<file path="src/hw/rtl/gasp_pkg.sv">
// shared types and constants for the glyph atlas shelf packer
// used by gasp_ctrl, gasp_dpath, the top level and the checker
`default_nettype none

package gasp_pkg;

   localparam int GASP_MAX_GLYPH_SIDE = 256;
   localparam int FIRST_PRINTABLE     = 32;
   localparam int HEIGHT_CAP          = 16383;
   localparam int PEN_Y_CAP           = 16383;
   localparam int PLACE_X_CAP         = 4095;
   localparam int PLACE_Y_CAP         = 8191;
   localparam int DOUBLE_LIMIT        = 14;

   localparam int RESET_ATLAS_WIDTH   = 512;
   localparam int RESET_START_HEIGHT  = 64;
   localparam int RESET_MAX_HEIGHT    = 4096;

   localparam int CSR_INDEX_WIDTH     = 2;
   localparam int CSR_DATA_WIDTH      = 14;

   localparam logic [CSR_INDEX_WIDTH-1:0] CSR_ATLAS_WIDTH  = 2'd0;
   localparam logic [CSR_INDEX_WIDTH-1:0] CSR_START_HEIGHT = 2'd1;
   localparam logic [CSR_INDEX_WIDTH-1:0] CSR_MAX_HEIGHT   = 2'd2;

   localparam int REQ_DATA_WIDTH      = 40;
   localparam int RSP_DATA_WIDTH      = 40;

   typedef enum logic [1:0] {
      GASP_IDLE,
      GASP_WRAP,
      GASP_GROW,
      GASP_FINISH
   } gasp_state_type;

   // commands from controller to datapath, at most one per cycle
   typedef struct packed {
      logic load;
      logic wrap;
      logic grow;
      logic finish;
   } gasp_cmd_type;

   typedef struct packed {
      logic skip;
      logic need_grow;
   } gasp_status_type;

endpackage

`default_nettype wire

</file>
<file path="src/hw/rtl/gasp_ctrl.sv">
// sequencing state machine of the shelf packer: load, wrap, grow, finish
// depends on gasp_pkg; drives commands into gasp_dpath
`default_nettype none

module gasp_ctrl (
   input  wire logic                      clock,
   input  wire logic                      reset,
   input  wire logic                      req_tvalid,
   output logic                           req_tready,
   output logic                           rsp_tvalid,
   input  wire logic                      rsp_tready,
   input  wire gasp_pkg::gasp_status_type status,
   output gasp_pkg::gasp_cmd_type         cmd
);

   gasp_pkg::gasp_state_type state_ff, state_in;
   logic [3:0]               count_ff, count_in;
   logic                     rsp_valid_ff, rsp_valid_in;

   always_ff @(posedge clock) begin
      if (reset) begin
         state_ff     <= gasp_pkg::GASP_IDLE;
         count_ff     <= 4'd0;
         rsp_valid_ff <= 1'b0;
      end else begin
         state_ff     <= state_in;
         count_ff     <= count_in;
         rsp_valid_ff <= rsp_valid_in;
      end
   end

   always_comb begin
      state_in     = state_ff;
      count_in     = count_ff;
      rsp_valid_in = rsp_valid_ff & ~rsp_tready;
      cmd          = '0;
      req_tready   = 1'b0;
      case (state_ff)
         gasp_pkg::GASP_IDLE: begin
            req_tready = 1'b1;
            if (req_tvalid) begin
               cmd.load = 1'b1;
               state_in = gasp_pkg::GASP_WRAP;
            end
         end
         gasp_pkg::GASP_WRAP: begin
            cmd.wrap = 1'b1;
            count_in = 4'd0;
            state_in = gasp_pkg::GASP_GROW;
         end
         gasp_pkg::GASP_GROW: begin
            // one doubling per cycle
            if (!status.skip && status.need_grow &&
                count_ff < 4'(gasp_pkg::DOUBLE_LIMIT)) begin
               cmd.grow = 1'b1;
               count_in = count_ff + 4'd1;
            end else begin
               state_in = gasp_pkg::GASP_FINISH;
            end
         end
         gasp_pkg::GASP_FINISH: begin
            if (!rsp_valid_ff || rsp_tready) begin
               cmd.finish   = 1'b1;
               rsp_valid_in = 1'b1;
               state_in     = gasp_pkg::GASP_IDLE;
            end
         end
         default: begin
            state_in = gasp_pkg::GASP_IDLE;
         end
      endcase
   end

   assign rsp_tvalid = rsp_valid_ff;

endmodule

`default_nettype wire

</file>
<file path="src/hw/rtl/gasp_dpath.sv">
// datapath of the shelf packer: config, pen and atlas state, result register
// depends on gasp_pkg; driven by commands from gasp_ctrl
`default_nettype none

module gasp_dpath #(
   parameter int MAX_GLYPH_SIDE = gasp_pkg::GASP_MAX_GLYPH_SIDE
) (
   input  wire logic                                   clock,
   input  wire logic                                   reset,
   input  wire logic                                   csr_valid,
   input  wire logic [gasp_pkg::CSR_INDEX_WIDTH-1:0]   csr_index,
   input  wire logic [gasp_pkg::CSR_DATA_WIDTH-1:0]    csr_data,
   input  wire logic [gasp_pkg::REQ_DATA_WIDTH-1:0]    req_tdata,
   input  wire logic                                   req_tuser,
   input  wire logic                                   req_tlast,
   output logic [gasp_pkg::RSP_DATA_WIDTH-1:0]         rsp_tdata,
   output logic                                        rsp_tuser,
   output logic                                        rsp_tlast,
   input  wire gasp_pkg::gasp_cmd_type                 cmd,
   output gasp_pkg::gasp_status_type                   status
);

   logic [12:0] atlas_width_ff, atlas_width_in;
   logic [12:0] start_height_ff, start_height_in;
   logic [13:0] max_height_ff, max_height_in;

   logic [12:0] pen_x_ff, pen_x_in;
   logic [13:0] pen_y_ff, pen_y_in;
   logic [8:0]  row_ff, row_in;
   logic [13:0] height_ff, height_in;

   logic [8:0]  bw_ff, bh_ff;
   logic        skip_ff, last_ff;

   logic [11:0] px_ff;
   logic [12:0] py_ff;
   logic [13:0] hnow_ff;
   logic        placed_ff, done_ff;

   logic [20:0] cp_new;
   logic [8:0]  bw_new, bh_new;
   logic        skip_new;
   logic [13:0] right_edge;
   logic [14:0] wrap_y;
   logic [13:0] wrap_y_sat;
   logic [14:0] bottom;
   logic [14:0] dbl;
   logic        fits, placed;
   logic [11:0] px_sat;
   logic [12:0] py_sat;

   always_comb begin
      cp_new   = req_tdata[20:0];
      bw_new   = (req_tdata[29:21] == 9'd0) ? 9'd1 : req_tdata[29:21];
      bh_new   = (req_tdata[38:30] == 9'd0) ? 9'd1 : req_tdata[38:30];
      skip_new = (cp_new < 21'(gasp_pkg::FIRST_PRINTABLE)) || !req_tuser ||
                 (32'(bw_new) > 32'(MAX_GLYPH_SIDE)) ||
                 (32'(bh_new) > 32'(MAX_GLYPH_SIDE));

      right_edge = {1'b0, pen_x_ff} + {5'd0, bw_ff} + 14'd1;
      wrap_y     = {1'b0, pen_y_ff} + {6'd0, row_ff} + 15'd1;
      wrap_y_sat = (wrap_y > 15'(gasp_pkg::PEN_Y_CAP)) ?
                   14'(gasp_pkg::PEN_Y_CAP) : wrap_y[13:0];
      bottom     = {1'b0, pen_y_ff} + {6'd0, bh_ff} + 15'd1;
      dbl        = {height_ff, 1'b0};
      fits       = bottom <= {1'b0, height_ff};
      placed     = !skip_ff && fits;
      px_sat     = (pen_x_ff > 13'(gasp_pkg::PLACE_X_CAP)) ?
                   12'(gasp_pkg::PLACE_X_CAP) : pen_x_ff[11:0];
      py_sat     = (pen_y_ff > 14'(gasp_pkg::PLACE_Y_CAP)) ?
                   13'(gasp_pkg::PLACE_Y_CAP) : pen_y_ff[12:0];

      status.skip      = skip_ff;
      status.need_grow = (bottom > {1'b0, height_ff}) && (height_ff < max_height_ff);
   end

   // config writes
   always_comb begin
      atlas_width_in  = atlas_width_ff;
      start_height_in = start_height_ff;
      max_height_in   = max_height_ff;
      if (csr_valid) begin
         case (csr_index)
            gasp_pkg::CSR_ATLAS_WIDTH:  atlas_width_in  = csr_data[12:0];
            gasp_pkg::CSR_START_HEIGHT: start_height_in = csr_data[12:0];
            gasp_pkg::CSR_MAX_HEIGHT:   max_height_in   = csr_data;
            default: ;
         endcase
      end
   end

   // pen, row and atlas height
   always_comb begin
      pen_x_in  = pen_x_ff;
      pen_y_in  = pen_y_ff;
      row_in    = row_ff;
      height_in = height_ff;
      if (cmd.wrap && !skip_ff && right_edge > {1'b0, atlas_width_ff}) begin
         pen_x_in = 13'd1;
         pen_y_in = wrap_y_sat;
         row_in   = 9'd0;
      end
      if (cmd.grow) begin
         height_in = (dbl > 15'(gasp_pkg::HEIGHT_CAP)) ?
                     14'(gasp_pkg::HEIGHT_CAP) : dbl[13:0];
      end
      if (cmd.finish) begin
         if (placed) begin
            pen_x_in = right_edge[12:0];
            if (bh_ff > row_ff) begin
               row_in = bh_ff;
            end
         end
         if (last_ff) begin
            pen_x_in  = 13'd1;
            pen_y_in  = 14'd1;
            row_in    = 9'd0;
            height_in = {1'b0, start_height_ff};
         end
      end
   end

   always_ff @(posedge clock) begin
      if (reset) begin
         atlas_width_ff  <= 13'(gasp_pkg::RESET_ATLAS_WIDTH);
         start_height_ff <= 13'(gasp_pkg::RESET_START_HEIGHT);
         max_height_ff   <= 14'(gasp_pkg::RESET_MAX_HEIGHT);
         pen_x_ff        <= 13'd1;
         pen_y_ff        <= 14'd1;
         row_ff          <= 9'd0;
         height_ff       <= 14'(gasp_pkg::RESET_START_HEIGHT);
      end else begin
         atlas_width_ff  <= atlas_width_in;
         start_height_ff <= start_height_in;
         max_height_ff   <= max_height_in;
         pen_x_ff        <= pen_x_in;
         pen_y_ff        <= pen_y_in;
         row_ff          <= row_in;
         height_ff       <= height_in;
      end
   end

   // request and result payload, no reset
   always_ff @(posedge clock) begin
      if (cmd.load) begin
         bw_ff   <= bw_new;
         bh_ff   <= bh_new;
         skip_ff <= skip_new;
         last_ff <= req_tlast;
      end
      if (cmd.finish) begin
         placed_ff <= placed;
         px_ff     <= placed ? px_sat : 12'd0;
         py_ff     <= placed ? py_sat : 13'd0;
         hnow_ff   <= height_ff;
         done_ff   <= last_ff;
      end
   end

   assign rsp_tdata = {1'b0, hnow_ff, py_ff, px_ff};
   assign rsp_tuser = placed_ff;
   assign rsp_tlast = done_ff;

endmodule

`default_nettype wire

</file>
<file path="src/hw/rtl/glyph_atlas_shelf_packer.sv">
// glyph atlas shelf packer: next-fit shelf placement of glyph boxes
// a request passes wrap, grow (one doubling per cycle, up to DOUBLE_LIMIT) and finish
// requests are taken only in idle; finish stalls while an untaken result is held
// a finished result waits in the output register while the next request is taken
// reset (synchronous, high): state, config and pen registers to defaults, pen at (1,1), atlas height 64
// depends on gasp_pkg, gasp_ctrl and gasp_dpath
`default_nettype none

module glyph_atlas_shelf_packer #(
   parameter int MAX_GLYPH_SIDE = gasp_pkg::GASP_MAX_GLYPH_SIDE
) (
   input  wire logic                                 clock,
   input  wire logic                                 reset,
   // configuration write channel
   input  wire logic                                 csr_valid,
   output logic                                      csr_ready,
   input  wire logic [gasp_pkg::CSR_INDEX_WIDTH-1:0] csr_index,
   input  wire logic [gasp_pkg::CSR_DATA_WIDTH-1:0]  csr_data,
   // request channel
   input  wire logic                                 req_tvalid,
   output logic                                      req_tready,
   // code_point[20:0], box_width[29:21], box_height[38:30], zero[39]
   input  wire logic [gasp_pkg::REQ_DATA_WIDTH-1:0]  req_tdata,
   // metrics_ok
   input  wire logic                                 req_tuser,
   // last_glyph
   input  wire logic                                 req_tlast,
   // result channel
   output logic                                      rsp_tvalid,
   input  wire logic                                 rsp_tready,
   // place_x[11:0], place_y[24:12], atlas_height_now[38:25], zero[39]
   output logic [gasp_pkg::RSP_DATA_WIDTH-1:0]       rsp_tdata,
   // placed
   output logic                                      rsp_tuser,
   // build_done
   output logic                                      rsp_tlast
);

   gasp_pkg::gasp_cmd_type    cmd;
   gasp_pkg::gasp_status_type status;

   // config registers take a write in any cycle
   assign csr_ready = 1'b1;

   // sequencer: idle -> wrap -> grow (repeats per doubling) -> finish
   gasp_ctrl u_ctrl (
      .clock      (clock),
      .reset      (reset),
      .req_tvalid (req_tvalid),
      .req_tready (req_tready),
      .rsp_tvalid (rsp_tvalid),
      .rsp_tready (rsp_tready),
      .status     (status),
      .cmd        (cmd)
   );

   // state, arithmetic and the output register
   gasp_dpath #(
      .MAX_GLYPH_SIDE (MAX_GLYPH_SIDE)
   ) u_dpath (
      .clock     (clock),
      .reset     (reset),
      .csr_valid (csr_valid),
      .csr_index (csr_index),
      .csr_data  (csr_data),
      .req_tdata (req_tdata),
      .req_tuser (req_tuser),
      .req_tlast (req_tlast),
      .rsp_tdata (rsp_tdata),
      .rsp_tuser (rsp_tuser),
      .rsp_tlast (rsp_tlast),
      .cmd       (cmd),
      .status    (status)
   );

endmodule

`default_nettype wire

</file>
<file path="config.mk">
export PLATFORM = sky130hd
export DESIGN_NAME = glyph_atlas_shelf_packer
export DESIGN_NICKNAME = d
export VERILOG_FILES = /design/src/hw/rtl/gasp_pkg.sv /design/src/hw/rtl/gasp_ctrl.sv /design/src/hw/rtl/gasp_dpath.sv /design/src/hw/rtl/glyph_atlas_shelf_packer.sv
export SDC_FILE = /design/constraint.sdc
export NUM_CORES = 1
export LEC_CHECK = 0
export BUFFER_PORTS_ARGS = -buffer_cell sky130_fd_sc_hd__buf_2
export CAP_MARGIN = 20
export CORE_MARGIN = 2
export CORE_UTILIZATION = 59
export CTS_CLUSTER_SIZE = 20
export DETAILED_ROUTE_END_ITERATION = 8
export GPL_TIMING_DRIVEN = 0
export HOLD_SLACK_MARGIN = 0.12
export PLACE_DENSITY = 0.91
export SYNTH_ARGS = -nofsm -noshare
export SYNTH_HDL_FRONTEND = slang
export SYNTH_SLANG_ARGS = --single-unit
</file>
<file path="constraint.sdc">
create_clock -name clock -period 4.61 [get_ports clock]
set_input_delay 0.461 -clock clock [delete_from_list [all_inputs] [get_ports clock]]
set_output_delay 0.461 -clock clock [all_outputs]
set_load 0.02 [all_outputs]
</file>
==> results.json <==
{
  "comb_power_share_pct": 18.8,
  "numCtsBuffers": 17,
  "cts.sinks": 158,
  "placed_area_um2": 9320,
  "synthesis.area_um2": 8600,
  "fmax_mhz": 223,
  "start_util_pct": 59.9,
  "hold_viol": 0,
  "yosysTopAreaCell": "dfxtp_1",
  "cts-root-buf": "clkbuf_16",
  "tightestPinTransition_ps": 946,
  "wl_met2_mm": 10.7,
  "yosysSeqAreaShare_pct": 43.9,
  "synth_nets": 1080,
  "num_antenna_cells": 0,
  "dieWidth_um": 125,
  "dieArea_um2": 15600,
  "drt_first_pass_iters": 8,
  "place_hpwl_mm": 15.7,
  "setup_viol": 0,
  "fin_hold_ws_ps": 207,
  "met3_length_mm": 1.88,
  "slew_violations": 0,
  "rsz0062_at_grt": "no",
  "vias_per_cell": 5.95,
  "p_leak_nw": 4.04,
  "drc": 0,
  "yosys-top-cells-area": "dfxtp_1 23%, edfxtp_1 21%, ha_1 12%",
  "antenna_found_initial": 0,
  "gp_congestion": 0.913,
  "critPathLaunchType": "register",
  "min-delay-path-class": "primary input to register",
  "dr.max_layer_used": "met4",
  "yosys.cell_types.count": 68,
  "cap_violations": 0,
  "syn2layout_area_growth_pct": 16.8,
  "period_minus_slack_ps": 4480,
  "finalSetupTns_ps": 0,
  "drt_iter0_markers": 701,
  "switching_share_pct": 28.5,
  "drive_gt1_share_pct": 15.7,
  "ys_top_cells_by_count": "117 x nand2_1, 97 x dfxtp_1, 94 x nor2_1",
  "path_max_fanout": 10,
  "via_count": 7459,
  "fin_skew_ps": 12.8,
  "track_usage_pct": 27.9,
  "p_clk_share_pct": 39.3,
  "r2r-end": "u_dpath.height_ff[7]",
  "grt_first_pass_wirelength_mm": 34.7,
  "grt_max_degree": 43,
  "met1Wirelength_mm": 8.49,
  "timing.slew.headroom_pct": 37.0,
  "cts_buffer_depth": 2,
  "final_area_um2": 10000,
  "final_antenna_net_count": 0,
  "multiInputGateArea_um2": 4330,
  "regArea_um2": 3770,
  "fin_nets": 1204,
  "row_count": 44,
  "holdBufCountCts": 0,
  "utilization_pct": 69.9,
  "cts_tree": "yes",
  "clkTransAtPathRegs_ps": 60,
  "synth_seq_cells": 158,
  "endpoint": "u_dpath.height_ff[7]",
  "synth_flop_cell": "dfxtp_1",
  "synth.avg_cell_area_um2": 9.22,
  "portBuffers": 98,
  "crit_path_start": "u_dpath.pen_y_ff[1]",
  "vdd_drop_max_v": 0.000250,
  "async_flop_share_pct": 0,
  "grt_pass1_vias": 7205,
  "core_um2": 14400,
  "status": "complete, no violations",
  "clock_latency_ps": 440,
  "timing.final.crit_share_pct": 97.1,
  "die_h_um": 125,
  "critPathArrivalTime_ps": 4850,
  "ff2ff_path_depth": 16,
  "fin_total_pwr_mw": 3.88,
  "r2r-start": "u_dpath.pen_y_ff[1]",
  "yosysMostFrequentCell": "nand2_1",
  "synth_edf_count": 61,
  "cp.required_ps": 4990,
  "wl_mm": 21.8,
  "power.density_nw_per_um2": 386,
  "synth_top_area_share_pct": 22.6,
  "cts-htree-levels": 4,
  "wl_per_cell_um": 17.4,
  "num_io_pins": 108,
  "fillerInstances": 993,
  "endpoint_kind": "register",
  "power.switching_mw": 1.11,
  "synthCells": 933,
  "seqPwrFrac_pct": 41.9,
  "internal_power_mw": 2.78,
  "regToRegSetupSlack_ps": 130,
  "setup.worst_path.class": "register to register",
  "yosys_warnings": 0,
  "overflow": 0
}
## through the flow
step / setup WS (ps) / instances
final: 134 / 1254
after global routing: 4.35 / 1254
after CTS: 84.7 / 1249
after detailed placement: -164 / 1215
after global placement: -98.9 / 1215
after floorplan: 688 / 933
## sequential cells by signal (all words and copies together), names as in the netlist, 12 cells and up
register / flops
u_dpath.height_ff: 14
u_dpath.pen_x_ff: 13
u_dpath.hnow_ff: 14
u_dpath.max_height_ff: 14
u_dpath.atlas_width_ff: 13
u_dpath.py_ff: 13
u_dpath.px_ff: 12
u_dpath.pen_y_ff: 14
u_dpath.start_height_ff: 13
## final cells by class
cell class,instances,area share (%)
multi-input combinational,648,43.1
clock buffer,24,5.35
sequential,158,37.5
inverter,71,2.65
tap,184,2.29
timing repair buffer,105,5.40
clock inverter,8,1.10
buffer,56,2.59
## critical path, cell delays in order (launching register included)
cell and delay (ps):
dfxtp_1 530, ha_1 310, nor2b_1 140, o21ai_0 290
a21o_1 230, a31oi_1 160, a221o_1 420, xor2_1 180
ha_1 320, nand4_1 120, a221oi_1 390, o31ai_4 110
buf_4 180, a211oi_4 400, buf_6 240, mux2i_1 240
a22o_1 150
## routing by layer
metal / GRT usage [%] / up-vias
met5: 0 / -
met4: 13.5 / 0
met3: 6.79 / 80
met2: 47.2 / 373
met1: 33.3 / 3490
li1: - / 3516
## kinds of logic (layout without fill, tap and decap cells)
logic type | count (synthesis) | in the layout | share of synthesized area [%]
XOR/XNOR | 27 | 27 | 2.75
adder cells (fa/ha/maj) | 84 | 84 | 12.5
other | 2 | 2 | 0.0873
AND/OR/NAND/NOR | 311 | 311 | 16.3
flip-flops | 158 | 158 | 43.9
AO/OA/AOI/OAI | 211 | 211 | 16.9
multiplexers | 13 | 13 | 1.51
buffers and inverters | 127 | 264 | 6.05
## worst min-delay path by stage
stage,start,end,cells after the start
floorplan,u_dpath.max_height_ff[0],u_dpath.max_height_ff[0],2
global placement,u_dpath.max_height_ff[10],u_dpath.max_height_ff[10],2
detailed placement,u_dpath.atlas_width_ff[6],u_dpath.atlas_width_ff[6],2
CTS,req_tlast,u_dpath.last_ff,1
global route,req_tlast,u_dpath.last_ff,1
finish,req_tlast,u_dpath.last_ff,1
## power by group through the flow
stage	Combinational, mW	Sequential, mW	Clock (mW)
floorplan	0.446	1.67	0
CTS	0.699	1.62	1.53
global route	0.796	1.63	1.59
global placement	0.649	1.65	0
finish	0.729	1.63	1.53
detailed placement	0.679	1.65	0
## placed cells by master, fill, tap and decap left out, types with 17 or more instances in the layout
cell,synthesis,layout
edfxtp_1,61,61
buf_2,5,101
nand2_1,117,117
xnor2_1,17,17
ha_1,81,81
nor2_1,94,94
clkbuf_1,43,44
dfxtp_1,97,97
clkbuf_16,0,21
a22o_1,20,20
a21oi_1,84,83
nand3_1,25,25
inv_1,71,70
## repair_timing
| item | in CTS | in global routing |
|---|---|---|
| setup buffers | 2 | 5 |
| gates resized for setup | 1 | 8 |
| endpoints found under the setup margin | 20 | 58 |
| hold endpoints to repair | 0 | 0 |
| pin swaps | 1 | 4 |
| cloned | 0 | 0 |
Power figures use the tool's default switching activity.
